## src/rtl/q4q8_pkg.sv

```systemverilog
// Shared types, constants and helper functions of the Q4 x Q8 block dot product.
`default_nettype none

package q4q8_pkg;

    localparam int unsigned QueueDepthDefault = 2;

    localparam logic [31:0] CanonNan = 32'h7FC0_0000;
    localparam logic [31:0] ExpMask  = 32'h7F80_0000;
    localparam logic [31:0] FracMask = 32'h007F_FFFF;

    // Width of the input tdata bus: all fields but last_block
    localparam int unsigned InDataW = 432;

    // One classified block handed from the front end to the back end
    typedef struct packed {
        logic [31:0]        wscale;
        logic [31:0]        ascale;
        logic signed [16:0] isum;
        logic               last;
    } q_entry_t;

    typedef enum logic [1:0] {
        OP_MUL,
        OP_MULI,
        OP_ADD
    } fpu_op_t;

    typedef struct packed {
        logic        start;
        fpu_op_t     op;
        logic [31:0] a;
        logic [31:0] b;
    } fpu_req_t;

    typedef struct packed {
        logic        done;
        logic [31:0] result;
    } fpu_rsp_t;

    typedef struct packed {
        logic full;
        logic empty;
    } fifo_stat_t;

    // Widen binary16 to binary32 exactly
    function automatic logic [31:0] half_to_single(input logic [15:0] h);
        logic        s;
        logic [4:0]  e;
        logic [9:0]  m;
        logic [3:0]  p;
        logic [23:0] t;
        logic [7:0]  ex;
        logic [31:0] r;
        s = h[15];
        e = h[14:10];
        m = h[9:0];
        p = 4'd0;
        for (int i = 0; i < 10; i++) begin
            if (m[i]) p = i[3:0];
        end
        t = {14'b0, m} << (5'd23 - {1'b0, p});
        ex = 8'd103 + {4'b0, p};
        if (e == 5'd0) begin
            if (m == 10'd0) r = {s, 31'b0};
            else            r = {s, ex, t[22:0]};
        end else if (e == 5'h1F) begin
            r = {s, 8'hFF, m, 13'b0};
        end else begin
            r = {s, {3'b0, e} + 8'd112, m, 13'b0};
        end
        return r;
    endfunction

    // Replace any NaN by the canonical quiet NaN
    function automatic logic [31:0] canon_nan(input logic [31:0] v);
        logic [31:0] r;
        if ((v & ExpMask) == ExpMask && (v & FracMask) != 32'd0) r = CanonNan;
        else                                                     r = v;
        return r;
    endfunction

endpackage

`default_nettype wire

```

## src/rtl/q4q8_fifo.sv

```systemverilog
// Short queue of classified blocks between the front end and the back end.
`default_nettype none

module q4q8_fifo
    import q4q8_pkg::*;
#(
    parameter int unsigned Depth = QueueDepthDefault
)
(
    input  wire logic       clk,
    input  wire logic       rst_n,
    input  wire logic       push,
    input  wire q_entry_t   wr_data,
    input  wire logic       pop,
    output q_entry_t        rd_data,
    output fifo_stat_t      stat
);

    localparam int unsigned PtrW = (Depth > 1) ? $clog2(Depth) : 1;
    localparam int unsigned CntW = $clog2(Depth + 1);

    q_entry_t            mem_reg [Depth];
    logic [PtrW-1:0]     wr_ptr_reg;
    logic [PtrW-1:0]     rd_ptr_reg;
    logic [CntW-1:0]     count_reg;

    assign rd_data    = mem_reg[rd_ptr_reg];
    assign stat.full  = (count_reg == CntW'(Depth));
    assign stat.empty = (count_reg == '0);

    // Store the pushed entry
    always_ff @(posedge clk)
    begin
        if (push) mem_reg[wr_ptr_reg] <= wr_data;
    end

    // Advance pointers and occupancy
    always_ff @(posedge clk or negedge rst_n)
    begin
        if (!rst_n)
        begin
            wr_ptr_reg <= '0;
            rd_ptr_reg <= '0;
            count_reg  <= '0;
        end
        else
        begin
            if (push)
            begin
                wr_ptr_reg <= (wr_ptr_reg == PtrW'(Depth - 1)) ? '0 : wr_ptr_reg + PtrW'(1);
            end
            if (pop)
            begin
                rd_ptr_reg <= (rd_ptr_reg == PtrW'(Depth - 1)) ? '0 : rd_ptr_reg + PtrW'(1);
            end
            if (push && !pop)      count_reg <= count_reg + CntW'(1);
            else if (pop && !push) count_reg <= count_reg - CntW'(1);
        end
    end

endmodule

`default_nettype wire

```

## config.mk

```make
export PLATFORM = sky130hd
export DESIGN_NAME = q4q8_fifo
export DESIGN_NICKNAME = d
export VERILOG_FILES = /design/src/rtl/q4q8_pkg.sv /design/src/rtl/q4q8_fifo.sv
export SDC_FILE = /design/constraint.sdc
export NUM_CORES = 1
export LEC_CHECK = 0
export BUFFER_PORTS_ARGS = -buffer_cell sky130_fd_sc_hd__buf_4
export CORE_MARGIN = 2
export CORE_UTILIZATION = 50
export DETAILED_ROUTE_END_ITERATION = 7
export HOLD_SLACK_MARGIN = 0.1
export PLACE_DENSITY = 0.88
export SLEW_MARGIN = 10
export SYNTH_ARGS = -nofsm -noshare
export SYNTH_HDL_FRONTEND = slang
export SYNTH_SLANG_ARGS = --single-unit
export TNS_END_PERCENT = 1
```

## constraint.sdc

```tcl
create_clock -name clk -period 6.45 [get_ports clk]
set_clock_uncertainty 0.05 [all_clocks]
set_input_delay 1.935 -clock clk [delete_from_list [all_inputs] [get_ports clk]]
set_output_delay 1.935 -clock clk [all_outputs]
set_load 0.02 [all_outputs]
```

==> impl_metrics.env <==
export IMPL_maxCapViolCount=0
export IMPL_grt_pass1_vias=3449
export IMPL_cts_hold_buf=0
export IMPL_wl_um=11200
export IMPL_wl_per_cell_um=17.6
export IMPL_fp_row_count=41
export IMPL_cts_tree="done"
export IMPL_antenna_found_initial=0
export IMPL_syn_to_final_growth_pct=30.9
export IMPL_grt_ovfl_total=0
export IMPL_tightest_slew_ps=646
export IMPL_grt_max_degree=48
export IMPL_die_area_um2=13800
export IMPL_end_kind="primary output"
export IMPL_first_pass_iters=4
export IMPL_powerDensity_nw_per_um2=469
export IMPL_dr_wl_met2_um=6000
export IMPL_drtIter0Drc=148
export IMPL_status="finished clean"
export IMPL_peakVddDrop_mv=0.257
export IMPL_setup_tns_ps=0
export IMPL_critPathMostFrequentCell="buf_4"
export IMPL_grt_pass1_wl_um=17400
export IMPL_cts_buffer_depth=2
export IMPL_synth_top_area_share_pct=76.3
export IMPL_avgSynthCellArea_um2=23.8
export IMPL_cp_depth=3
export IMPL_htree_levels=4
export IMPL_dr_wl_met3_um=631
export IMPL_grtUsageTotal_pct=16.6
export IMPL_crit_fanout=33
export IMPL_cts_sinks=168
export IMPL_num_antenna_cells=0
export IMPL_top_layer="met4"
export IMPL_drive_above_1_share_pct=60.6
export IMPL_hold_depth=1
export IMPL_yosysSeqAreaShare_pct=77.9
export IMPL_fmax_mhz=235
export IMPL_clkLatencyLatePin_ps=410
export IMPL_netlist_instances=271
export IMPL_ys_types=14
export IMPL_num_nets_final=542
export IMPL_finalSetupViolations=0
export IMPL_rsz0062_at_grt="false"
export IMPL_synth_area_leaders="edfxtp_1 (76%), mux2_4 (16%), buf_12 (2.2%)"
export IMPL_cts_made_buffers=17
export IMPL_cp_data_required_time_ps=4470
export IMPL_layout_common_cells="buf_4 (174), edfxtp_1 (164), mux2_4 (70)"
export IMPL_die_h_um=118
export IMPL_drc=0
export IMPL_r2r_cells=2
export IMPL_fin_total_pwr_mw=3.96
export IMPL_worst_ep_arrival_time_ps=2260
export IMPL_initial_core_util_pct=51.1
export IMPL_viasPerCell=4.85
export IMPL_largest_reg_flops=164
export IMPL_gp_congestion=0.677
export IMPL_final_common_cell="buf_4"
export IMPL_path_delay_family="buffers and inverters"
export IMPL_ant_nets=0
export IMPL_fillers=867
export IMPL_cp_slowest_cell="dfrtp_4"
export IMPL_port_buffer_count=169
export IMPL_ios=170
export IMPL_max_slew_margin_rel_pct=56.9
export IMPL_cts_root_buffer="clkbuf_16"
export IMPL_syn_nets=358
export IMPL_wl_met1_um=4420
export IMPL_cts_resized=0
export IMPL_crit_chain="buf_4, mux2_2, buf_4"
export IMPL_synth_seq_cells=168
export IMPL_max_stage_delay_ps=700
export IMPL_yosys_warnings=0
export IMPL_yosys_area_top_type="edfxtp_1"
export IMPL_vias=3102
export IMPL_hp_class="flip-flop to flip-flop"
export IMPL_die_x_um=118
export IMPL_leakage_nw=3.39
export IMPL_netlist_area_um2=6450
export IMPL_period_share_pct=65.9
export IMPL_drv_slew=0
export IMPL_start_kind="flip-flop"
export IMPL_dp_hpwl_um=7610
export IMPL_fin_crit_ps=4250
export IMPL_clkTransAtPathRegs_ps=60
export IMPL_core_area_um2=12600
export IMPL_final_hold_viol_count=0
export IMPL_worst_path_buf_inv=2
export IMPL_postCtsSetupRepairBufs=0
export IMPL_crit_type="flip-flop to primary output"
per-stage QoR:
step / util [%] / cell area (um2) / cells / hold slack (ps) / worst slack (ps)
detailed placement: 62.1 / 7830 / 608 / 436 / 2610
global route: 66.9 / 8450 / 639 / 480 / 2090
finish: 66.9 / 8450 / 639 / 457 / 2200
CTS: 66.9 / 8450 / 639 / 449 / 2150
floorplan: - / 6450 / 271 / 403 / 349
global placement: 62.1 / 7830 / 608 / 422 / 2640
power breakdown:
part | leakage (nW) | switching [mW] | internal (mW)
Clock | 0.294 | 0.379 | 0.677
Combinational | 1.51 | 0.679 | 0.675
Sequential | 1.58 | 0.0960 | 1.45
cells in the mapped netlist:
cell / instances
dfrtp_1: 4
buf_12: 7
nor2b_1: 2
nor2_1: 2
inv_1: 1
buf_6: 1
buf_2: 1
xor2_1: 4
and2_1: 1
xnor2_1: 1
mux2_4: 70
ha_1: 1
mux2_2: 12
edfxtp_1: 164
routing by layer:
metal / vias up / track usage [%]
met5: - / 0
met4: 0 / 7.23
met3: 15 / 5.33
met2: 116 / 29.7
met1: 1535 / 18.0
li1: 1436 / -
path summary, 6_finish.rpt:
kind | from | endpoint | slack, ps
max | rd_ptr_reg$_DFFE_PN0P_ | rd_data[58] | 2200
min | count_reg[1]$_DFFE_PN0P_ | count_reg[1]$_DFFE_PN0P_ | 460
max reg2reg | wr_ptr_reg$_DFFE_PN0P_ | mem_reg[0][65]$_DFFE_PP_ | 4390
min reg2reg | count_reg[1]$_DFFE_PN0P_ | count_reg[1]$_DFFE_PN0P_ | 460
max in group asynchronous | rst_n | rd_ptr_reg$_DFFE_PN0P_ | 4980
min in group asynchronous | rst_n | count_reg[1]$_DFFE_PN0P_ | 1250
cells by family (layout without fill, tap and decap cells):
group         Yosys count  after routing  synth area share (%)
simple gates            5              5                 0.407
buf+inv                10            206                  2.48
flops                 168            168                  77.9
xor+xnor                5              5                 0.679
fa+ha+maj               1              1                 0.194
mux                    82             82                  18.4
final cells by class:
cell class	instances	area [um2]	share of cell area [%]
Timing Repair Buffer	174	1310	15.5
Sequential cell	168	5030	59.5
Clock inverter	12	181	2.15
Tap cell	172	215	2.55
Multi-Input combinational cell	93	1280	15.1
Inverter	1	3.75	0.0444
Clock buffer	19	433	5.13
(Power assumes the default switching activity.)
