File: config.mk
export PLATFORM = sky130hd
export DESIGN_NAME = q4q8_front
export DESIGN_NICKNAME = d
export VERILOG_FILES = /design/src/rtl/q4q8_pkg.sv /design/src/rtl/q4q8_front.sv
export SDC_FILE = /design/constraint.sdc
export NUM_CORES = 2
export LEC_CHECK = 0
export ABC_AREA = 0
export CAP_MARGIN = 5
export CORE_UTILIZATION = 55
export CTS_CLUSTER_DIAMETER = 120
export DETAILED_ROUTE_END_ITERATION = 6
export DONT_BUFFER_PORTS = 1
export GPL_TIMING_DRIVEN = 1
export PLACE_DENSITY = 0.81
export SYNTH_ARGS = -nofsm -noshare
export SYNTH_HDL_FRONTEND = slang
export SYNTH_SLANG_ARGS = --single-unit
File: constraint.sdc
create_clock -name clk -period 35.6 [get_ports clk]
set_clock_uncertainty 0.05 [all_clocks]
set_input_delay 3.56 -clock clk [delete_from_list [all_inputs] [get_ports clk]]
set_output_delay 3.56 -clock clk [all_outputs]
set_load 0.02 [all_outputs]
File: src/rtl/q4q8_pkg.sv
// Shared types, constants and helper functions of the Q4 x Q8 block dot product.
`default_nettype none

package q4q8_pkg;

    localparam int unsigned QueueDepthDefault = 2;

    localparam logic [31:0] CanonNan = 32'h7FC0_0000;
    localparam logic [31:0] ExpMask  = 32'h7F80_0000;
    localparam logic [31:0] FracMask = 32'h007F_FFFF;

    // Width of the input tdata bus: all fields but last_block
    localparam int unsigned InDataW = 432;

    // One classified block handed from the front end to the back end
    typedef struct packed {
        logic [31:0]        wscale;
        logic [31:0]        ascale;
        logic signed [16:0] isum;
        logic               last;
    } q_entry_t;

    typedef enum logic [1:0] {
        OP_MUL,
        OP_MULI,
        OP_ADD
    } fpu_op_t;

    typedef struct packed {
        logic        start;
        fpu_op_t     op;
        logic [31:0] a;
        logic [31:0] b;
    } fpu_req_t;

    typedef struct packed {
        logic        done;
        logic [31:0] result;
    } fpu_rsp_t;

    typedef struct packed {
        logic full;
        logic empty;
    } fifo_stat_t;

    // Widen binary16 to binary32 exactly
    function automatic logic [31:0] half_to_single(input logic [15:0] h);
        logic        s;
        logic [4:0]  e;
        logic [9:0]  m;
        logic [3:0]  p;
        logic [23:0] t;
        logic [7:0]  ex;
        logic [31:0] r;
        s = h[15];
        e = h[14:10];
        m = h[9:0];
        p = 4'd0;
        for (int i = 0; i < 10; i++) begin
            if (m[i]) p = i[3:0];
        end
        t = {14'b0, m} << (5'd23 - {1'b0, p});
        ex = 8'd103 + {4'b0, p};
        if (e == 5'd0) begin
            if (m == 10'd0) r = {s, 31'b0};
            else            r = {s, ex, t[22:0]};
        end else if (e == 5'h1F) begin
            r = {s, 8'hFF, m, 13'b0};
        end else begin
            r = {s, {3'b0, e} + 8'd112, m, 13'b0};
        end
        return r;
    endfunction

    // Replace any NaN by the canonical quiet NaN
    function automatic logic [31:0] canon_nan(input logic [31:0] v);
        logic [31:0] r;
        if ((v & ExpMask) == ExpMask && (v & FracMask) != 32'd0) r = CanonNan;
        else                                                     r = v;
        return r;
    endfunction

endpackage

`default_nettype wire

File: src/rtl/q4q8_front.sv
// Front end: accepts blocks, widens the weight scale and forms the exact integer dot product.
`default_nettype none

module q4q8_front
    import q4q8_pkg::*;
(
    input  wire logic               clk,
    input  wire logic               rst_n,
    input  wire logic               s_tvalid,
    output logic                    s_tready,
    input  wire logic [InDataW-1:0] s_tdata,
    input  wire logic               s_tlast,
    input  wire logic               q_full,
    output logic                    q_push,
    output q_entry_t                q_data
);

    typedef enum logic [1:0] {
        F_IDLE,
        F_SUM1,
        F_SUM2,
        F_PUSH
    } fstate_t;

    fstate_t                 state_reg;
    logic [127:0]            nib_reg;
    logic [255:0]            qnt_reg;
    logic [31:0]             ws_reg;
    logic [31:0]             as_reg;
    logic                    last_reg;
    logic signed [13:0]      part_reg [8];
    logic signed [16:0]      sum_reg;
    logic signed [13:0]      part_next [8];
    logic signed [16:0]      sum_next;

    assign s_tready = (state_reg == F_IDLE);
    assign q_push   = (state_reg == F_PUSH) && !q_full;
    assign q_data   = '{wscale: ws_reg, ascale: as_reg, isum: sum_reg, last: last_reg};

    // Four nibble-by-quant products per group
    always_comb
    begin
        for (int g = 0; g < 8; g++)
        begin
            logic signed [13:0] acc;
            acc = '0;
            for (int j = 0; j < 2; j++)
            begin
                logic [7:0]        b;
                logic signed [4:0] lo;
                logic signed [4:0] hi;
                logic signed [7:0] ql;
                logic signed [7:0] qh;
                b  = nib_reg[8*(2*g+j) +: 8];
                lo = $signed({1'b0, b[3:0]}) - 5'sd8;
                hi = $signed({1'b0, b[7:4]}) - 5'sd8;
                ql = $signed(qnt_reg[8*(2*g+j) +: 8]);
                qh = $signed(qnt_reg[8*(2*g+j+16) +: 8]);
                acc = acc + 14'(lo * ql) + 14'(hi * qh);
            end
            part_next[g] = acc;
        end
    end

    // Add the group sums
    always_comb
    begin
        sum_next = '0;
        for (int g = 0; g < 8; g++) sum_next = sum_next + 17'(part_reg[g]);
    end

    // Sequence accept, two summing passes and the queue push
    always_ff @(posedge clk or negedge rst_n)
    begin
        if (!rst_n)
        begin
            state_reg <= F_IDLE;
        end
        else
        begin
            case (state_reg)
                F_IDLE:  if (s_tvalid) state_reg <= F_SUM1;
                F_SUM1:  state_reg <= F_SUM2;
                F_SUM2:  state_reg <= F_PUSH;
                F_PUSH:  if (!q_full) state_reg <= F_IDLE;
                default: state_reg <= F_IDLE;
            endcase
        end
    end

    // Hold the payload of the block in work
    always_ff @(posedge clk)
    begin
        if (s_tvalid && s_tready)
        begin
            ws_reg   <= half_to_single(s_tdata[15:0]);
            nib_reg  <= s_tdata[143:16];
            as_reg   <= s_tdata[175:144];
            qnt_reg  <= s_tdata[431:176];
            last_reg <= s_tlast;
        end
        if (state_reg == F_SUM1) part_reg <= part_next;
        if (state_reg == F_SUM2) sum_reg  <= sum_next;
    end

endmodule

`default_nettype wire

==> impl_metrics.json <==
{
  "wl_per_cell_um": 18.5,
  "report.final.setup_viol": 0,
  "r2r-end": "part_reg[69]",
  "worst_pin_slew_ns": 1.15,
  "grt-ovfl-total": 0,
  "holdWs_ns": 0.614,
  "synth.avg_cell_area_sq_um": 11.2,
  "critPathArrivalTime_ns": 3.88,
  "initial_utilization": 0.555,
  "hold_path_depth": 2,
  "reg2reg_depth": 18,
  "cts_resized": 0,
  "cap_violations": 0,
  "numCtsBuffers": 70,
  "synth_top_family_by_area": "adder cells",
  "post-cts-setup-buffers": 0,
  "fin_crit_ns": 7.49,
  "cts_tree": "built",
  "path_buf_inv": 0,
  "synth_xor_area_frac": 0.0295,
  "port_buffers": 0,
  "fin_ws_ns": 28.11,
  "cp.required_ns": 31.99,
  "crit_path_start": "q_full",
  "relSlewSlack": 0.234,
  "clk_path_buf_depth": 3,
  "row_count": 133,
  "finalCritPeriodShare": 0.210,
  "antenna_found_initial": 30,
  "drt-total-wl_um": 155000,
  "synth_seq_cells": 579,
  "largest_register_ffs": 256,
  "htreeDepth": 3,
  "r2r_slack_ns": 28.90,
  "clk_pin_slew_ns": 0.07,
  "io_pins": 521,
  "rsz0062_at_grt": "no",
  "finish.utilization": 0.588,
  "die-width_um": 366,
  "synthFlopType": "edfxtp_1",
  "clock_latency_ns": 0.67,
  "synthArstFlopShare": 0.00345,
  "muxShareOfSynthArea": 0.00154,
  "synth_fa_ha_area_frac": 0.506,
  "via_per_inst": 5.18,
  "drt_iter0_drc": 2598,
  "area.growth.synth_to_final_pct": 6.07,
  "worstHoldPathType": "register to register",
  "vias": 43300,
  "drtAntennaViolNets": 0,
  "grt_pass1_vias": 49000,
  "syn-cell-area_sq_mm": 0.0729,
  "final_max_slew_viol_count": 0,
  "clockRootBuffer": "clkbuf_16",
  "cts_hold_buf": 0,
  "drt_pre_antenna_iters": 5,
  "ys_types": 63,
  "grt_usage": 0.245,
  "cts_sinks": 579,
  "path_max_fanout": 3,
  "core_area_sq_mm": 0.131,
  "final_common_cell": "inv_1",
  "path_cells": "nor2b_1",
  "grt_pass1_wl_um": 256000,
  "fin_nets": 8999,
  "drc": 0,
  "yosysWarnings": 0,
  "setup.worst_path.class": "input pin to primary output",
  "drive_above_1_share": 0.0345,
  "dp_hpwl_um": 132000,
  "finalHoldViolCount": 0,
  "gp_congestion": 0.915,
  "yosys.area_share.simple": 0.109,
  "end_kind": "primary output",
  "min-delay-start": "part_reg[98]",
  "setup_tns_ns": 0,
  "synth_compound_area_frac": 0.0195,
  "layout_common_cells": "inv_1, fa_1, edfxtp_1",
  "max_stage_delay_ns": 0.32,
  "cpLargestDelayFamily": "simple AND/OR/NAND/NOR gates",
  "ys_seq_area_frac": 0.238,
  "crit_slowest_cell": "nor2b_1",
  "status": "completed",
  "min_to": "sum_reg[0]",
  "reg2reg_from": "nib_reg[63]",
  "netlist_instances": 6509,
  "grt_max_degree": 155,
  "start_kind": "input pin",
  "synth-edff-count": 577,
  "dieArea_sq_mm": 0.134,
  "pre_cts_ws_ns": 28.12,
  "die_y_um": 366,
  "fmax_mhz": 133
}
[stage by stage]
step                cell area (sq um)  instances
floorplan                       73000       6521
global placement                74900       8208
detailed placement              74900       8208
CTS                             77300       8334
global route                    77300       8349
finish                          77300       8361
[synthesized netlist by cell type (69+ instances only)]
cell type / count / area, sq um
inv_1: 1790 / 6720
fa_1: 1519 / 30400
edfxtp_1: 577 / 17300
ha_1: 518 / 6480
nand2_1: 461 / 1730
and2_1: 397 / 2480
nor2_1: 242 / 908
xnor2_1: 216 / 1890
nor2b_1: 195 / 1220
or2_2: 96 / 601
nand2b_1: 70 / 438
clkbuf_1: 69 / 259
[worst min-delay path: stages, from the launching register on]
cell,delay (ns)
edfxtp_1,0.33
ha_1,0.12
ha_1,0.12
[metal layers]
metal | track usage | vias up | share of wire
li1 | - | 19300 | -
met1 | 0.312 | 22500 | 0.39
met2 | 0.426 | 1253 | 0.52
met3 | 0.0427 | 283 | 0.059
met4 | 0.0756 | 6 | 0.031
met5 | 0 | - | 0.00023
[worst max path at each step]
stage	endpoint	slack [ns]	depth (start not counted)
after floorplan	as_reg[0]	21.13	1
after global placement	q_push	28.11	1
after detailed placement	q_push	28.12	1
after CTS	q_push	28.10	1
after global routing	q_push	28.08	1
final	q_push	28.11	1
[cells by family (layout without fill, tap and decap cells)]
logic type	after synthesis	count (layout)
AOI/OAI and AO/OA	217	217
adders and majority gates	2037	2037
other	1	40
buffers and inverters	1865	1923
and+or+nand+nor	1554	1554
muxes	10	10
xor gates and xnor gates	246	246
DFF	579	579
[area by class of cell]
class                   count  area, sq um
fillers                 10400        54100
multi-input cells        4077        48600
flip-flops and latches    579        17400
inverters                1790         6720
well taps                1755         2200
clock buffers              80         1850
clock inverters            46          473
diodes                     27         67.6
repair buffers              7         65.1
Power is left out: the tool's default activity adds up to more than one toggle a clock period on the data nets, which glitch-free logic cannot reach.
