--- src/rtl/q4q8_pkg.sv ---
// Shared types, constants and helper functions of the Q4 x Q8 block dot product.
`default_nettype none

package q4q8_pkg;

    localparam int unsigned QueueDepthDefault = 2;

    localparam logic [31:0] CanonNan = 32'h7FC0_0000;
    localparam logic [31:0] ExpMask  = 32'h7F80_0000;
    localparam logic [31:0] FracMask = 32'h007F_FFFF;

    // Width of the input tdata bus: all fields but last_block
    localparam int unsigned InDataW = 432;

    // One classified block handed from the front end to the back end
    typedef struct packed {
        logic [31:0]        wscale;
        logic [31:0]        ascale;
        logic signed [16:0] isum;
        logic               last;
    } q_entry_t;

    typedef enum logic [1:0] {
        OP_MUL,
        OP_MULI,
        OP_ADD
    } fpu_op_t;

    typedef struct packed {
        logic        start;
        fpu_op_t     op;
        logic [31:0] a;
        logic [31:0] b;
    } fpu_req_t;

    typedef struct packed {
        logic        done;
        logic [31:0] result;
    } fpu_rsp_t;

    typedef struct packed {
        logic full;
        logic empty;
    } fifo_stat_t;

    // Widen binary16 to binary32 exactly
    function automatic logic [31:0] half_to_single(input logic [15:0] h);
        logic        s;
        logic [4:0]  e;
        logic [9:0]  m;
        logic [3:0]  p;
        logic [23:0] t;
        logic [7:0]  ex;
        logic [31:0] r;
        s = h[15];
        e = h[14:10];
        m = h[9:0];
        p = 4'd0;
        for (int i = 0; i < 10; i++) begin
            if (m[i]) p = i[3:0];
        end
        t = {14'b0, m} << (5'd23 - {1'b0, p});
        ex = 8'd103 + {4'b0, p};
        if (e == 5'd0) begin
            if (m == 10'd0) r = {s, 31'b0};
            else            r = {s, ex, t[22:0]};
        end else if (e == 5'h1F) begin
            r = {s, 8'hFF, m, 13'b0};
        end else begin
            r = {s, {3'b0, e} + 8'd112, m, 13'b0};
        end
        return r;
    endfunction

    // Replace any NaN by the canonical quiet NaN
    function automatic logic [31:0] canon_nan(input logic [31:0] v);
        logic [31:0] r;
        if ((v & ExpMask) == ExpMask && (v & FracMask) != 32'd0) r = CanonNan;
        else                                                     r = v;
        return r;
    endfunction

endpackage

`default_nettype wire

--- src/rtl/q4q8_fpu.sv ---
// Shared two-stage binary32 unit: multiply, multiply by integer, add, round to nearest even.
`default_nettype none

module q4q8_fpu
    import q4q8_pkg::*;
(
    input  wire logic     clk,
    input  wire logic     rst_n,
    input  wire fpu_req_t req,
    output fpu_rsp_t      rsp
);

    logic               s1_valid_reg;
    logic               s1_special_reg;
    logic [31:0]        s1_spec_reg;
    logic               s1_sign_reg;
    logic               s1_zsign_reg;
    logic [49:0]        s1_w_reg;
    logic signed [11:0] s1_k_reg;
    logic               done_reg;
    logic [31:0]        result_reg;

    logic               special;
    logic [31:0]        spec_val;
    logic               sign;
    logic               zsign;
    logic [49:0]        w;
    logic signed [11:0] k;
    logic [31:0]        rounded;

    // Unpack, then multiply or align and add
    always_comb
    begin
        logic        sa, sb, a_nan, b_nan, a_inf, b_inf, a_zero, b_zero, a_big;
        logic [23:0] ma, mb, mx, my;
        logic [9:0]  ea, eb, ex, ey, d;
        logic [16:0] mag;
        logic [49:0] bf, bs;
        logic        lost;
        logic [47:0] prod;
        sa     = req.a[31];
        a_nan  = (req.a[30:23] == 8'hFF) && (req.a[22:0] != 23'd0);
        a_inf  = (req.a[30:23] == 8'hFF) && (req.a[22:0] == 23'd0);
        a_zero = (req.a[30:0] == 31'd0);
        ma     = {req.a[30:23] != 8'd0, req.a[22:0]};
        ea     = (req.a[30:23] == 8'd0) ? 10'd1 : {2'b0, req.a[30:23]};
        if (req.op == OP_MULI)
        begin
            sb     = req.b[16];
            mag    = sb ? (17'd0 - req.b[16:0]) : req.b[16:0];
            mb     = {7'b0, mag};
            eb     = 10'd150;
            b_nan  = 1'b0;
            b_inf  = 1'b0;
            b_zero = (mag == 17'd0);
        end
        else
        begin
            sb     = req.b[31];
            mag    = '0;
            mb     = {req.b[30:23] != 8'd0, req.b[22:0]};
            eb     = (req.b[30:23] == 8'd0) ? 10'd1 : {2'b0, req.b[30:23]};
            b_nan  = (req.b[30:23] == 8'hFF) && (req.b[22:0] != 23'd0);
            b_inf  = (req.b[30:23] == 8'hFF) && (req.b[22:0] == 23'd0);
            b_zero = (req.b[30:0] == 31'd0);
        end
        prod     = ma * mb;
        special  = 1'b0;
        spec_val = CanonNan;
        w        = '0;
        k        = '0;
        a_big    = (ea > eb) || (ea == eb && ma >= mb);
        mx = a_big ? ma : mb;
        my = a_big ? mb : ma;
        ex = a_big ? ea : eb;
        ey = a_big ? eb : ea;
        d  = ex - ey;
        bf = {1'b0, my, 25'b0};
        if (d >= 10'd50)
        begin
            bs   = '0;
            lost = (bf != '0);
        end
        else
        begin
            bs   = bf >> d;
            lost = |(bf & ((50'd1 << d) - 50'd1));
        end
        if (req.op == OP_ADD)
        begin
            sign  = a_big ? sa : sb;
            zsign = sa & sb;
            if (a_nan || b_nan || (a_inf && b_inf && sa != sb))
            begin
                special = 1'b1;
            end
            else if (a_inf)
            begin
                special  = 1'b1;
                spec_val = req.a;
            end
            else if (b_inf)
            begin
                special  = 1'b1;
                spec_val = req.b;
            end
            else
            begin
                w = (sa == sb) ? ({1'b0, mx, 25'b0} + (bs | 50'(lost)))
                               : ({1'b0, mx, 25'b0} - (bs | 50'(lost)));
                k = $signed({2'b0, ex}) + 12'sd1;
            end
        end
        else
        begin
            sign  = sa ^ sb;
            zsign = sign;
            if (a_nan || b_nan || (a_inf && b_zero) || (b_inf && a_zero))
            begin
                special = 1'b1;
            end
            else if (a_inf || b_inf)
            begin
                special  = 1'b1;
                spec_val = {sign, 31'h7F80_0000};
            end
            else if (a_zero || b_zero)
            begin
                special  = 1'b1;
                spec_val = {sign, 31'b0};
            end
            else
            begin
                w = {prod, 2'b0};
                k = $signed({2'b0, ea}) + $signed({2'b0, eb}) - 12'sd126;
            end
        end
    end

    // Normalize, denormalize and round to nearest even
    always_comb
    begin
        logic [5:0]         lz;
        logic               found;
        logic [49:0]        wn, ws;
        logic signed [11:0] eb;
        logic [5:0]         sh;
        logic               sticky, inc;
        logic [30:0]        mag;
        lz    = '0;
        found = 1'b0;
        for (int i = 49; i >= 0; i--)
        begin
            if (!found && s1_w_reg[i])
            begin
                found = 1'b1;
                lz    = 6'(49 - i);
            end
        end
        wn = s1_w_reg << lz;
        eb = s1_k_reg - $signed({6'b0, lz});
        if (eb >= 12'sd1)        sh = '0;
        else if (eb < -12'sd61)  sh = 6'd63;
        else                     sh = 6'(12'sd1 - eb);
        ws     = wn >> sh;
        sticky = |(wn & ((50'd1 << sh) - 50'd1)) || (ws[24:0] != 25'd0);
        inc    = ws[25] && (sticky || ws[26]);
        mag    = {((eb >= 12'sd1) ? eb[7:0] : 8'd0), ws[48:26]} + 31'(inc);
        if (s1_special_reg)           rounded = s1_spec_reg;
        else if (s1_w_reg == '0)      rounded = {s1_zsign_reg, 31'b0};
        else if (eb >= 12'sd255)      rounded = {s1_sign_reg, 31'h7F80_0000};
        else                          rounded = {s1_sign_reg, mag};
    end

    // Stage control
    always_ff @(posedge clk or negedge rst_n)
    begin
        if (!rst_n)
        begin
            s1_valid_reg <= 1'b0;
            done_reg     <= 1'b0;
        end
        else
        begin
            s1_valid_reg <= req.start;
            done_reg     <= s1_valid_reg;
        end
    end

    // Stage payload
    always_ff @(posedge clk)
    begin
        s1_special_reg <= special;
        s1_spec_reg    <= spec_val;
        s1_sign_reg    <= sign;
        s1_zsign_reg   <= zsign;
        s1_w_reg       <= w;
        s1_k_reg       <= k;
        result_reg     <= rounded;
    end

    assign rsp.done   = done_reg;
    assign rsp.result = result_reg;

endmodule

`default_nettype wire

--- config.mk ---
export PLATFORM = sky130hd
export DESIGN_NAME = q4q8_fpu
export DESIGN_NICKNAME = d
export VERILOG_FILES = /design/src/rtl/q4q8_pkg.sv /design/src/rtl/q4q8_fpu.sv
export SDC_FILE = /design/constraint.sdc
export NUM_CORES = 2
export LEC_CHECK = 0
export BUFFER_PORTS_ARGS = -buffer_cell sky130_fd_sc_hd__clkbuf_2
export CORE_ASPECT_RATIO = 1.75
export CORE_MARGIN = 2
export CORE_UTILIZATION = 31
export CTS_CLUSTER_DIAMETER = 80
export CTS_CLUSTER_SIZE = 12
export DETAILED_ROUTE_END_ITERATION = 16
export MAX_ROUTING_LAYER = met4
export PLACE_DENSITY_LB_ADDON = 0.05
export SYNTH_ARGS = -nofsm -noshare
export SYNTH_HDL_FRONTEND = slang
export SYNTH_SLANG_ARGS = --single-unit
export TNS_END_PERCENT = 20
--- constraint.sdc ---
create_clock -name clk -period 12.08 [get_ports clk]
set_clock_uncertainty 0.1 [all_clocks]
set_input_delay 3.624 -clock clk [delete_from_list [all_inputs] [get_ports clk]]
set_output_delay 3.624 -clock clk [all_outputs]
set_load 0.05 [all_outputs]
==> run summary <==
Outcome = complete, but fails checks
Violated checks = negative setup slack
Core area = 134,000 um2
IO Port Bufs = 101
FF-to-FF path depth = 29
Die outline height = 491 um
Area growth, synth to finish = 28.9%
Crit path to = s1_w_reg[49]
Crit-path max cell delay = 580 ps
Max Root-Sink Buffers = 2
Die ar. = 138,000 um2
I/O Pins = 102
CTS H-Tree Depth = 4
Pins Over Slew Limit = 0
Crit path time final = 12,380 ps
Crit path from = req[8]
Number of global-route vias before repair = 49,108
Met2 WL = 132,000 um
Largest net degree at the start of global routing = 74
Max-capacitance violation count = 0
Largest register FFs = 50
Startpoint Class = primary input
ANT nets after route = 0
Count of cell types in the netlist = 109
Unrepaired setup endpoints after global routing = true
Crit path DAT = 12,620 ps
Critical Path Sink Type = flop
Most frequent cells in the layout = buf_4 (915), nand2_1 (713), inv_1 (667)
Worst path required time = 12,310 ps
Initial Utilization = 31.2%
Worst min-delay path class = reg -> reg
Detailed Route WL = 255,000 um
Fmax = 80.8 MHz
CTS Sinks = 131
Post-route cell area = 54,100 um2
Post-DR vias/cell = 5.78
Chip width = 282 um
Worst-Skew Late Latency = 470 ps
Crit-path most repeated cell = fa_1
Critical path type = in -> reg
CTS tree = done
Ys async rst share = 1.53%
Post-CTS Hold Buffers = 0
Vias = 47,260
Site Rows = 178
Wl on met1 = 80,700 um
Mapped Cells = 5,566
Dpl cell area = 51,400 um2
Syn Area/Cell = 7.54 um2
Seq cells post-synth = 131
Reg clk slew, reported paths = 70 ps
Post-synth EDFFs = 0
CP Max Fanout = 6
Clock buffer count from CTS = 17
Pre-Repair DR Iteration Count = 6
Post-route DRC = 0
Final worst slack = -304 ps
Register area = 2630 um2
Gr ovfl total = 0
Area of the multi-input gates = 37,100 um2
Drt first-iter violations = 3,148
Seq/Total Area, Yosys = 6.28%
Yosys warnings = 0
Initial antenna violation count = 36
Gpl congestion = 1.03
Fillers = 14,193
RR Startpoint = s1_w_reg[40]
Tcrit/Tclk final = 103%
DPL Wire Length = 204,000 um
Synth Cell Area = 41,900 um2
Slew HR = 3.36%
Total track usage = 38.6%
Top_reg_cell synth = dfxtp_1
Final setup fails = 10
DR WL met3 = 13,100 um
Wire per inst = 31.2 um
Slowest-stage cell, CP = fa_1
Transition time at the pin with the least slew margin = 1410 ps
Final Hold Fails = 0
Nets = 7,188
Most common cell after layout, fill and taps aside = buf_4
R2R Path End = result_reg[23]
Max layer used = met4
Clock Tree Root = clkbuf_16
First-pass GRT wire length = 366,000 um
Layout cell share with drive strength beyond 1 = 23.9%
R2R setup slack = 210 ps
## per-layer routing
layer | vias to the layer above | GRT usage (%)
met5 | - | -
met4 | 0 | 34.6
met3 | 1003 | 10.1
met2 | 1978 | 66.4
met1 | 23436 | 34.3
li1 | 20843 | -
## cell type report
cell class | instances | area share, %
Timing Repair Buffer | 1105 | 16.4
Antenna cell | 36 | 0.167
Sequential cell | 131 | 4.87
Tap cell | 1800 | 4.17
Multi-Input combinational cell | 4385 | 68.6
Clock buffer | 17 | 0.787
Clock inverter | 15 | 0.305
Inverter | 686 | 4.77
## cells in the mapped netlist, drive strengths merged, types with 15 or more instances
cell,instances,area (um2)
o221ai,45,394
o21bai,25,188
or2,21,131
a211o,26,228
a2111oi,24,211
nor2,350,1310
fa,485,9710
a21o,55,413
xnor2,101,885
nor4,51,377
dfxtp,129,2580
o2111ai,39,348
or4,30,236
mux4,21,473
and3,94,588
buf,43,226
a21boi,39,293
ha,308,3850
nand4,42,263
a22oi,23,173
mux2i,105,1050
o22ai,69,438
nor2b,23,144
o211a,16,160
nor3,129,651
mux2,35,394
or3,46,293
o21a,34,255
nand3,184,926
o211ai,91,688
inv,679,2550
a31oi,54,338
o31ai,40,300
a211oi,73,563
and2,128,801
nand2b,42,270
clkbuf,341,1280
a31o,18,158
nand2,728,2740
o21ai,228,1140
a22o,15,131
xor2,42,368
a21oi,271,1360
## critical path: cells and delay by family
kind | cells | cell delay (ps)
AO/OA/AOI/OAI | 14 | 2690
XOR/XNOR | 2 | 340
adder cells (fa/ha/maj) | 8 | 3680
buffers and inverters | 5 | 590
AND/OR/NAND/NOR | 5 | 1660
## worst min-delay path by stage
stage	endpoint	depth (start not counted)	startpoint	slack (ps)
4_1_cts	done_reg	0	s1_valid_reg	260
3_3_place_gp	done_reg	0	s1_valid_reg	240
5_1_grt	done_reg	0	s1_valid_reg	260
6_report	done_reg	0	s1_valid_reg	260
2_1_floorplan	done_reg	0	s1_valid_reg	230
3_5_place_dp	done_reg	0	s1_valid_reg	250
## through the flow
stage / setup slack [ps] / hold WS, ps / std cells / TNS, ps / utilization (%)
after floorplan: -189 / 231 / 5585 / -575 / -
after global placement: -1870 / 244 / 8039 / -35840 / 38.2
after detailed placement: -1440 / 246 / 8039 / -24930 / 38.2
after CTS: -340 / 262 / 8091 / -1820 / 39.3
after global routing: -630 / 264 / 8173 / -6180 / 40.3
final: -304 / 260 / 8175 / -1210 / 40.3
## kinds of logic after synthesis
group | Yosys count | share of synthesized area (%)
adders and majority gates | 793 | 32.3
buffers and inverters | 1070 | 9.73
xor gates and xnor gates | 143 | 2.99
muxes | 161 | 4.57
other | 1 | 0.00894
and+or+nand+nor | 1915 | 21.8
DFF | 131 | 6.28
AOI/OAI and AO/OA | 1352 | 22.3
## what timing repair did
item / 4_1_cts / 5_1_grt
setup endpoints to repair: 23 / 36
cloned: 2 / 4
pin swaps: 38 / 89
buffers inserted: 20 / 45
gates resized for setup: 119 / 162
Power is left out: the tool's default activity adds up to more than one toggle a clock period on the data nets, which glitch-free logic cannot reach.
