[src/rtl/q4q8_pkg.sv]
// Shared types, constants and helper functions of the Q4 x Q8 block dot product.
`default_nettype none

package q4q8_pkg;

    localparam int unsigned QueueDepthDefault = 2;

    localparam logic [31:0] CanonNan = 32'h7FC0_0000;
    localparam logic [31:0] ExpMask  = 32'h7F80_0000;
    localparam logic [31:0] FracMask = 32'h007F_FFFF;

    // Width of the input tdata bus: all fields but last_block
    localparam int unsigned InDataW = 432;

    // One classified block handed from the front end to the back end
    typedef struct packed {
        logic [31:0]        wscale;
        logic [31:0]        ascale;
        logic signed [16:0] isum;
        logic               last;
    } q_entry_t;

    typedef enum logic [1:0] {
        OP_MUL,
        OP_MULI,
        OP_ADD
    } fpu_op_t;

    typedef struct packed {
        logic        start;
        fpu_op_t     op;
        logic [31:0] a;
        logic [31:0] b;
    } fpu_req_t;

    typedef struct packed {
        logic        done;
        logic [31:0] result;
    } fpu_rsp_t;

    typedef struct packed {
        logic full;
        logic empty;
    } fifo_stat_t;

    // Widen binary16 to binary32 exactly
    function automatic logic [31:0] half_to_single(input logic [15:0] h);
        logic        s;
        logic [4:0]  e;
        logic [9:0]  m;
        logic [3:0]  p;
        logic [23:0] t;
        logic [7:0]  ex;
        logic [31:0] r;
        s = h[15];
        e = h[14:10];
        m = h[9:0];
        p = 4'd0;
        for (int i = 0; i < 10; i++) begin
            if (m[i]) p = i[3:0];
        end
        t = {14'b0, m} << (5'd23 - {1'b0, p});
        ex = 8'd103 + {4'b0, p};
        if (e == 5'd0) begin
            if (m == 10'd0) r = {s, 31'b0};
            else            r = {s, ex, t[22:0]};
        end else if (e == 5'h1F) begin
            r = {s, 8'hFF, m, 13'b0};
        end else begin
            r = {s, {3'b0, e} + 8'd112, m, 13'b0};
        end
        return r;
    endfunction

    // Replace any NaN by the canonical quiet NaN
    function automatic logic [31:0] canon_nan(input logic [31:0] v);
        logic [31:0] r;
        if ((v & ExpMask) == ExpMask && (v & FracMask) != 32'd0) r = CanonNan;
        else                                                     r = v;
        return r;
    endfunction

endpackage

`default_nettype wire

[src/rtl/q4q8_back.sv]
// Back end: scales each block sum and accumulates the row through the shared fp unit.
`default_nettype none

module q4q8_back
    import q4q8_pkg::*;
(
    input  wire logic        clk,
    input  wire logic        rst_n,
    input  wire logic        q_empty,
    input  wire q_entry_t    q_data,
    output logic             q_pop,
    output fpu_req_t         fpu_req,
    input  wire fpu_rsp_t    fpu_rsp,
    output logic             m_tvalid,
    input  wire logic        m_tready,
    output logic [31:0]      m_tdata
);

    typedef enum logic [1:0] {
        B_IDLE,
        B_ISSUE,
        B_WAIT,
        B_OUT
    } bstate_t;

    typedef enum logic [1:0] {
        STEP_SCALE,
        STEP_PROD,
        STEP_ACC
    } step_t;

    bstate_t     state_reg;
    step_t       step_reg;
    q_entry_t    item_reg;
    logic [31:0] d_reg;
    logic [31:0] p_reg;
    logic [31:0] acc_reg;
    logic [31:0] out_reg;

    assign q_pop    = (state_reg == B_IDLE) && !q_empty;
    assign m_tvalid = (state_reg == B_OUT);
    assign m_tdata  = out_reg;

    // Pick the operation of the current step
    always_comb
    begin
        fpu_req.start = (state_reg == B_ISSUE);
        case (step_reg)
            STEP_SCALE:
            begin
                fpu_req.op = OP_MUL;
                fpu_req.a  = item_reg.wscale;
                fpu_req.b  = item_reg.ascale;
            end
            STEP_PROD:
            begin
                fpu_req.op = OP_MULI;
                fpu_req.a  = d_reg;
                fpu_req.b  = {{15{item_reg.isum[16]}}, item_reg.isum};
            end
            default:
            begin
                fpu_req.op = OP_ADD;
                fpu_req.a  = acc_reg;
                fpu_req.b  = p_reg;
            end
        endcase
    end

    // Sequence the three operations and present the row result
    always_ff @(posedge clk or negedge rst_n)
    begin
        if (!rst_n)
        begin
            state_reg <= B_IDLE;
            step_reg  <= STEP_SCALE;
            acc_reg   <= '0;
        end
        else
        begin
            case (state_reg)
                B_IDLE:
                begin
                    if (!q_empty)
                    begin
                        step_reg  <= STEP_SCALE;
                        state_reg <= B_ISSUE;
                    end
                end
                B_ISSUE: state_reg <= B_WAIT;
                B_WAIT:
                begin
                    if (fpu_rsp.done)
                    begin
                        case (step_reg)
                            STEP_SCALE:
                            begin
                                step_reg  <= STEP_PROD;
                                state_reg <= B_ISSUE;
                            end
                            STEP_PROD:
                            begin
                                step_reg  <= STEP_ACC;
                                state_reg <= B_ISSUE;
                            end
                            default:
                            begin
                                if (item_reg.last)
                                begin
                                    acc_reg   <= '0;
                                    state_reg <= B_OUT;
                                end
                                else
                                begin
                                    acc_reg   <= fpu_rsp.result;
                                    state_reg <= B_IDLE;
                                end
                            end
                        endcase
                    end
                end
                B_OUT:   if (m_tready) state_reg <= B_IDLE;
                default: state_reg <= B_IDLE;
            endcase
        end
    end

    // Hold the block and intermediate values
    always_ff @(posedge clk)
    begin
        if (q_pop) item_reg <= q_data;
        if (state_reg == B_WAIT && fpu_rsp.done)
        begin
            if (step_reg == STEP_SCALE) d_reg <= fpu_rsp.result;
            if (step_reg == STEP_PROD)  p_reg <= fpu_rsp.result;
            if (step_reg == STEP_ACC)   out_reg <= canon_nan(fpu_rsp.result);
        end
    end

endmodule

`default_nettype wire
[config.mk]
export PLATFORM = sky130hd
export DESIGN_NAME = q4q8_back
export DESIGN_NICKNAME = d
export VERILOG_FILES = /design/src/rtl/q4q8_pkg.sv /design/src/rtl/q4q8_back.sv
export SDC_FILE = /design/constraint.sdc
export NUM_CORES = 1
export LEC_CHECK = 0
export ABC_AREA = 0
export BUFFER_PORTS_ARGS = -buffer_cell sky130_fd_sc_hd__buf_2
export CAP_MARGIN = 20
export CELL_PAD_IN_SITES_DETAIL_PLACEMENT = 0
export CELL_PAD_IN_SITES_GLOBAL_PLACEMENT = 1
export CORE_MARGIN = 2
export CORE_UTILIZATION = 40
export CTS_BUF_LIST = sky130_fd_sc_hd__clkbuf_8
export DETAILED_ROUTE_END_ITERATION = 7
export GPL_ROUTABILITY_DRIVEN = 0
export HOLD_SLACK_MARGIN = 0.05
export PLACE_DENSITY_LB_ADDON = 0.1
export SETUP_SLACK_MARGIN = 0.3
export SYNTH_ARGS = -nofsm -noshare
export SYNTH_HDL_FRONTEND = slang
export SYNTH_SLANG_ARGS = --single-unit
export TNS_END_PERCENT = 20
[constraint.sdc]
create_clock -name clk -period 9.9 [get_ports clk]
set_clock_uncertainty 0.2 [all_clocks]
set_input_delay 1.98 -clock clk [delete_from_list [all_inputs] [get_ports clk]]
set_output_delay 1.98 -clock clk [all_outputs]
set_load 0.02 [all_outputs]
==> out/qor.csv, run 1 <==
metric;value;unit
antenna_found_initial;1;
async_reset_ff_share;16.82;%
cts-root-buf;clkbuf_8;
ys_top_cells_by_count;edfxtp_1 (178), nand2_1 (97), o21ai_0 (53), mux2i_1 (48), o21ai_1 (44);
rr_startpoint;step_reg[0]$_DFFE_PN0P_;
status;complete, no violations;
num-nets-final;956;
min_path_type;flop to flop;
drt.antenna.violating_nets;0;
cp_num_buf_inv;1;
layout_setup_ws;4924;ps
powerDensity;287.8;nW/um^2
setup_viol;0;
finalSetupTns;0;ps
synth_cell_type_count;35;
crit_family;flip-flops;
via_per_inst;4.830;
drt_wl_total;20.84;mm
core.rowCount;53;
r2r_setup_slack;6680;ps
r2r-end;p_reg[31]$_DFFE_PP_;
finalHoldViolCount;0;
cts_resized;0;
cts_tree;yes;
fin_crit_sh;50.26;%
grt_util_all_layers;18.85;%
reg2regPathDepth;3;
yosysMostFrequentCell;edfxtp_1;
wl_per_cell;18.24;um
drt_iter0_drc;176;
grt_max_degree;80;
grt_pass1_wl;31.71;mm
core;20890;um^2
hpwlAfterDp;13.14;mm
clk_latency;520;ps
drv_slew;0;
largest_register_ffs;82;
drive_gt1_share;33.26;%
endpoint_kind;output port;
syn_to_final_growth;24.71;%
synth_flop_cell;edfxtp_1;
critPathLaunchType;flop;
syn_nets;731;
grtUsageMet3;5.138;%
netlist_instances;612;
gr-max-usage-layer;met2;
synth_area;8457;um^2
fin_crit;4976;ps
synth_area_leader_cell;edfxtp_1;
cts.sinks;214;
synth-seq-area-share;73.86;%
initial_core_util;40.49;%
vias;5516;
die_h;149.4;um
crit_end;fpu_req[28];
cp_slowest_cell;dfrtp_4;
yosys.area.top_type_share;63.20;%
maxCapViolations;0;
totalPowerFinal;3036;uW
crit_cells;4;
postCtsSetupBuffers;0;
grt.met1_usage;24.47;%
post-place-ws;5131;ps
die_area;22320;um^2
drtPass1Iterations;4;
n_fill_cell;1874;
critPathArrivalTime;2800;ps
die-width;149.4;um
cts_buffers;39;
slew_headroom;29.69;%
synth-edff-count;178;
clock_path_buffers;3;
numPortBuffers;219;
rsz0062_at_grt;no;
path_class;flop to output port;
use_met2;31.15;%
path_max_fanout;55;
crit_start;step_reg[0]$_DFFE_PN0P_;
netlist_top_cells_area;edfxtp_1 (63%), dfrtp_1 (11%), mux2i_1 (5.7%);
synth.avg_cell_area;13.82;um^2
ir_drop;0.1760;mV
slowest_delay;1110;ps
pin_count;220;
grt_pass1_vias;5633;
htree_levels;2;
postCtsHoldBufs;0;
drc;0;
leakagePower;0.004200;uW
worstMarginPinSlew;1055;ps
grt_overflow;0;
yosysWarningCount;0;
worstPathRequired;7720;ps
path_cells;and2_1, a21oi_1, o21ai_0, buf_2;
synth-seq-cells;214;
fmax;201.0;MHz
clk_pin_slew_worst_paths;50;ps
-- how the worst min path moves through the flow --
stage                                  startpoint                       to  cells after the start  slack (ps)
after floorplan           acc_reg[31]$_DFFE_PN0P_  acc_reg[31]$_DFFE_PN0P_                      2         250
after global placement    acc_reg[31]$_DFFE_PN0P_  acc_reg[31]$_DFFE_PN0P_                      2         270
after detailed placement  acc_reg[31]$_DFFE_PN0P_  acc_reg[31]$_DFFE_PN0P_                      2         270
after CTS                 acc_reg[31]$_DFFE_PN0P_  acc_reg[31]$_DFFE_PN0P_                      2         280
after global routing      acc_reg[31]$_DFFE_PN0P_  acc_reg[31]$_DFFE_PN0P_                      2         310
final                     acc_reg[31]$_DFFE_PN0P_  acc_reg[31]$_DFFE_PN0P_                      2         270
-- cells in the final DEF, fill, tap and decap left out, drive strengths merged, types with 6 or more instances in the layout --
master  synthesis  layout
clkinv          0       6
inv             4      23
nand2b         32      32
nand2          97      97
a21oi          20      20
o21ai          97      97
buf            25     229
dfrtp          36      36
edfxtp        178     178
clkbuf         20      43
nor2            7       7
nor2b          24      24
mux2i          48      48
-- final cells by class --
type / instances / area, um^2 / area share, %
clock inverter: 27 / 137.6 / 1.305
sequential: 214 / 6254 / 59.30
clock buffer: 43 / 591.8 / 5.612
tap: 275 / 344.1 / 3.263
multi-input combinational: 349 / 2014 / 19.10
timing repair buffer: 229 / 1187 / 11.26
antenna: 1 / 2.502 / 0.02373
inverter: 4 / 15.01 / 0.1424
-- tightest hold or removal path: stages (launching register included) --
cell and delay, ps:
dfrtp_1 340, nand2_1 50, o31ai_1 50
-- per-layer routing --
layer	part of all wire (%)	vias up	routed length [um]
li1	-	2661	-
met1	43	2658	8955
met2	49	164	10140
met3	6.5	33	1358
met4	1.8	0	381
met5	0	-	0
-- per-stage QoR --
step / hold slack (ps) / cell area [um^2] / util, % / std cells
floorplan: 248.9 / 8462 / - / 612
global placement: 265.1 / 9783 / 46.83 / 1069
detailed placement: 270.3 / 9803 / 46.93 / 1070
CTS: 282.4 / 10530 / 50.42 / 1140
global route: 305.1 / 10540 / 50.48 / 1141
finish: 274.8 / 10550 / 50.49 / 1142
-- power breakdown --
part           switching [uW]  total, uW  internal [uW]
Clock                     354        778            424
Sequential                147       1330           1180
Combinational             617        931            314
-- kinds of logic after synthesis --
kind of cell | after synthesis | synth area share [%]
flops | 214 | 73.86
simple gates | 176 | 10.13
buf+inv | 49 | 2.663
mux | 48 | 5.681
compound gates | 125 | 7.664
(Power assumes the default switching activity.)
==> inputs of run 2 (changes only) <==
ABC_AREA = 1   (was 0)
CORE_UTILIZATION = 43   (was 40)
clock period = 4.8 ns   (was 9.9 ns; I/O delays follow)
==> run 2 against run 1 <==
Combinational power rose by 91%. First-iteration DRC count increased by 110%. Register-to-register slack worse by 4800 ps. Synthesized cell count grew 9.6%. Area after synthesis decreased by 2.0%. Sequential share of layout area up 1.2 points. Final cell count increased by 3.9%. Critical path depth rose by 1. Non-clock buffer count is the same. Clock power up 98%. Global-route usage increased by 2.3 points.
==> out/qor.csv, run 2 <==
metric;value;unit;change
drt.antenna.violating_nets;0;;unchanged
status;complete, no violations;;
cts-root-buf;clkbuf_8;;
yosysWarningCount;0;;unchanged
numPortBuffers;219;;unchanged
worstPathRequired;3640;ps;-4080 ps
netlist_instances;671;;+9.6%
powerDensity;569.1;nW/um^2;+98%
ys_top_cells_by_count;edfxtp_1 (178), nand2_1 (163), nand3_1 (66), inv_1 (64), dfrtp_1 (36);;
synth-edff-count;178;;unchanged
mostFrequentLayoutCells;buf_2 (219), edfxtp_1 (178), nand2_1 (163), inv_1 (75), nand3_1 (66);;
via_per_inst;4.923;;+1.9%
endpoint_kind;output port;;
synth_cell_type_count;22;;-37%
hpwlAfterDp;13.32;mm;+1.4%
r2r_setup_slack;1920;ps;-4760 ps
final_util;54.86;%;+4.4 points
synth-seq-area-share;75.34;%;+1.5 points
path_max_fanout;21;;-62%
grt_max_degree;69;;-14%
cts_tree;yes;;
clock_path_buffers;3;;unchanged
htree_levels;2;;unchanged
fin_area;10330;um^2;-2.0%
die-width;142.9;um;-4.4%
largest_register_ffs;82;;unchanged
antenna_found_initial;1;;unchanged
cts_buffers;37;;-5.1%
min_path_type;flop to flop;;
clk_latency;510;ps;about the same
postCtsSetupBuffers;0;;unchanged
ir_drop;0.2500;mV;+42%
maxCapViolations;0;;unchanged
cts_resized;0;;unchanged
leakagePower;0.004441;uW;+5.7%
drt_wl_total;21.46;mm;+3.0%
grt_pass1_wl;32.68;mm;+3.0%
die_area;20410;um^2;-8.6%
core.rowCount;50;;-5.7%
drt_iter0_drc;367;;+110%
yosys.area.top_type_share;64.47;%;+1.3 points
syn_to_final_growth;24.62;%;about the same
synth_area;8290;um^2;-2.0%
fin_crit_sh;73.39;%;
place_area;9622;um^2;-1.9%
clk_pin_slew_worst_paths;60;ps;about the same
layout_commonest_cell;buf_2;;
drc;0;;unchanged
vias;5839;;+5.9%
synth-seq-cells;214;;unchanged
core;18830;um^2;-9.9%
synth_area_leader_cell;edfxtp_1;;
grt_overflow;0;;unchanged
path_class;flop to output port;;
rsz0062_at_grt;no;;
netlist_top_cells_area;edfxtp_1 (64%), dfrtp_1 (11%), nand2_1 (7.4%);;
drtPass1Iterations;6;;+2
post-place-ws;1632;ps;-3499 ps
synth.avg_cell_area;12.36;um^2;-11%
drive_gt1_share;30.81;%;-2.4 points
setup_viol;0;;unchanged
layout_setup_ws;1278;ps;-3647 ps
wl_per_cell;18.09;um;-0.84%
critPathArrivalTime;2360;ps;-440 ps
die_h;142.9;um;-4.4%
fin_crit;3522;ps;
critPathLaunchType;flop;;
grt_pass1_vias;6028;;+7.0%
postCtsHoldBufs;0;;unchanged
pin_count;220;;unchanged
synth_flop_cell;edfxtp_1;;
fmax;283.9;MHz;
initial_core_util;44.03;%;+3.5 points
drv_slew;0;;unchanged
syn_nets;790;;+8.1%
grt_util_all_layers;21.13;%;+2.3 points
num-nets-final;1015;;+6.2%
finalHoldViolCount;0;;unchanged
yosysMostFrequentCell;edfxtp_1;;
slew_headroom;30.39;%;+0.70 points
async_reset_ff_share;16.82;%;unchanged
worstMarginPinSlew;1041;ps;-13.39 ps
cts.sinks;214;;unchanged
[run 2: area by class of cell]
type | count | area [um^2]
Antenna cell | 1 | 2.502
Clock buffer | 43 | 591.8
Clock inverter | 25 | 100.1
Fill cell | 1630 | 8499
Inverter | 65 | 244.0
Multi-Input combinational cell | 349 | 1642
Sequential cell | 214 | 6247
Tap cell | 260 | 325.3
Timing Repair Buffer | 229 | 1179
[run 2: power breakdown]
part / switching, uW / internal, uW / total [uW]
sequential: 152 / 2410 / 2560
clock: 721 / 815 / 1540
combinational: 1260 / 529 / 1780
total: 2130 / 3750 / 5880
[run 2: path summary, 6_finish.rpt]
kind | start | end | cells after the start
hold reg to reg | acc_reg[3]$_DFFE_PN0P_ | acc_reg[3]$_DFFE_PN0P_ | 2
hold / removal | acc_reg[3]$_DFFE_PN0P_ | acc_reg[3]$_DFFE_PN0P_ | 2
setup reg to reg | step_reg[1]$_DFFE_PN0P_ | acc_reg[22]$_DFFE_PN0P_ | 6
min in group asynchronous | rst_n | acc_reg[14]$_DFFE_PN0P_ | 1
max in group asynchronous | rst_n | step_reg[1]$_DFFE_PN0P_ | 1
setup / recovery | step_reg[0]$_DFFE_PN0P_ | fpu_req[24] | 5
[run 2: metrics by stage]
step / total power, uW / std cells / setup TNS (ps) / hold slack (ps)
2_1_floorplan: 3717 / 671 / -1275 / 285.7
3_3_place_gp: 4367 / 1116 / 0 / 316.4
3_5_place_dp: 4408 / 1116 / 0 / 316.3
4_1_cts: 5953 / 1184 / 0 / 329.8
5_1_grt: 6235 / 1185 / 0 / 356.2
6_report: 5879 / 1186 / 0 / 328.4
[run 2: critical path: stages, from the launching register on]
cell     delay [ps]
dfrtp_1         460
nand2_1         100
inv_2           360
nand2_1         520
nand3_1         210
buf_2           190
[run 2: logic make-up (layout without fill, tap and decap cells)]
logic type	after synthesis	count (layout)	share of synthesized area, %
other	0	1	0
buffers and inverters	108	362	5.192
and+or+nand+nor	257	257	12.92
DFF	214	214	75.34
AOI/OAI and AO/OA	92	92	6.550
[run 2: layer usage]
layer	global-route usage (%)	part of all wire [%]	vias to the layer above	wire length (um)
li1	-	-	2772	-
met1	28.27	44	2826	9378
met5	0	0.033	-	7
met2	34.59	48	201	10320
met4	5.836	1.7	2	372
met3	5.332	6.4	38	1381
==> inputs of run 3 (changes only) <==
ABC_AREA = 0   (was 1)
CORE_UTILIZATION = 44   (was 43)
clock period = 3.44 ns   (was 4.8 ns; I/O delays follow)
==> run 3 against run 2 <==
Wire length down 3.4%. Sequential power is 44% higher. Final area up 2.5%. Power grew 50%. Worst hold slack worse by 250 ps. Via count shrank 4.2%. Sequential share of layout area fell by 1.4 points. Non-clock buffer count grew 6. Flip-flop and latch count unchanged. Critical path depth down 1.
==> out/qor.csv, run 3 (synthesis results as in run 1) <==
metric;value;unit;change
drtPass1Iterations;4;;-2
status;complete, no violations;;
endpoint_kind;output port;;
n_fill_cell;1617;;-0.80%
cts_buffers;38;;+2.7%
core.rowCount;50;;unchanged
ir_drop;0.4764;mV;+91%
htree_levels;2;;unchanged
critPathArrivalTime;2090;ps;-270 ps
final_util;56.43;%;+1.6 points
worstPathRequired;2550;ps;-1090 ps
place_area;9774;um^2;+1.6%
critPathLaunchType;flop;;
grtUsageMet3;5.366;%;+0.034 points
core;18770;um^2;-0.33%
maxCapViolations;0;;unchanged
initial_core_util;45.06;%;+1.0 points
use_met2;32.49;%;-2.1 points
via_per_inst;5.051;;+2.6%
syn_to_final_growth;25.23;%;
min_path_type;primary input to asynchronous set/reset pin;;
die-width;142.6;um;-0.15%
rsz0062_at_grt;no;;
vias;5591;;-4.2%
drive_gt1_share;33.87;%;+3.1 points
path_class;flop to output port;;
leakagePower;0.004257;uW;-4.1%
gr-max-usage-layer;met2;;
numPortBuffers;219;;unchanged
grt_util_all_layers;20.37;%;-0.75 points
grt_pass1_vias;5634;;-6.5%
clk_latency;520;ps;about the same
fin_area;10590;um^2;+2.5%
finalHoldViolCount;0;;unchanged
drt_iter0_drc;244;;-34%
mostFrequentLayoutCells;buf_2 (219), edfxtp_1 (178), nand2_1 (97), o21ai_0 (53), mux2i_1 (48);;
layout_commonest_cell;buf_2;;
cts-root-buf;clkbuf_8;;
num-nets-final;961;;-5.3%
totalPowerFinal;8845;uW;+50%
multi_input_area;2016;um^2;+23%
worstMarginPinSlew;1030;ps;-11.36 ps
antenna_found_initial;2;;+1
wl_per_cell;18.73;um;+3.5%
crit_start;step_reg[1]$_DFFE_PN0P_;;
drt.antenna.violating_nets;0;;unchanged
path_max_fanout;38;;+81%
die_h;142.6;um;-0.15%
seqCellArea;6254;um^2;+0.10%
rr_startpoint;step_reg[1]$_DFFE_PN0P_;;
clk_pin_slew_worst_paths;60;ps;about the same
hold-worst-slack;83.36;ps;-245.0 ps
pin_count;220;;unchanged
hpwlAfterDp;12.88;mm;-3.3%
grt_pass1_wl;31.27;mm;-4.3%
clock_path_buffers;3;;unchanged
cts.sinks;214;;unchanged
drv_slew;0;;unchanged
powerDensity;835.2;nW/um^2;+47%
grt_overflow;0;;unchanged
die_area;20340;um^2;-0.30%
largest_register_ffs;82;;unchanged
finalSetupTns;0;ps;unchanged
drt_wl_total;20.73;mm;-3.4%
setup_viol;0;;unchanged
fin_crit_sh;86.61;%;
grt.met1_usage;27.54;%;-0.72 points
drc;0;;unchanged
cts_tree;yes;;
grt_max_degree;84;;+22%
fin_crit;2979;ps;
slew_headroom;31.34;%;+0.95 points
fmax;335.6;MHz;
## run 3: area by class of cell
type,count,share of cell area (%)
Antenna cell,2,0.04726
Clock buffer,45,5.848
Clock inverter,24,1.134
Inverter,4,0.1418
Multi-Input combinational cell,349,19.03
Sequential cell,214,59.05
Tap cell,234,2.765
Timing Repair Buffer,235,11.98
## run 3: critical path, stage by stage (launching register included)
cell	delay, ps
dfrtp_4	730
buf_4	400
nand2_1	100
o21ai_0	120
buf_2	220
## run 3: what timing repair did
| action | 4_1_cts | 5_1_grt |
|---|---|---|
| setup endpoints to repair | 42 | 2 |
| pin swaps | 0 | 0 |
| buffers inserted | 2 | 2 |
| gates resized for setup | 2 | 2 |
| hold buffers | 0 | 0 |
| hold endpoints to repair | 0 | 0 |
## run 3: path summary, 6_finish.rpt
check / end / slack, ps / cells past startpoint
max in group asynchronous: step_reg[0]$_DFFE_PN0P_ / 2300 / 1
worst min-delay path: acc_reg[27]$_DFFE_PN0P_ / 80 / 1
worst max register to register: m_tdata[24]$_SDFFCE_PP1P_ / 1010 / 4
worst min register to register: acc_reg[19]$_DFFE_PN0P_ / 280 / 2
min in group clk: item_reg[25]$_DFFE_PP_ / 140 / 1
worst max-delay path: fpu_req[57] / 460 / 4
## run 3: per-layer routing
layer	vias to the layer above	share of wire (%)
li1	2670	-
met3	35	7.3
met5	-	0
met4	0	2.0
met2	205	47
met1	2681	44
## run 3: stage by stage
stage,instances,setup slack (ps)
floorplan,612,-382.5
global placement,1032,606.8
detailed placement,1032,614.6
CTS,1103,347.6
global route,1106,300.5
finish,1107,460.5
## run 3: report_power, final
group | internal (uW) | switching (uW) | leakage, uW
registers | 3400 | 297 | 0.00210
clock network | 1260 | 988 | 0.000448
logic | 976 | 1930 | 0.00171
total | 5630 | 3220 | 0.00426
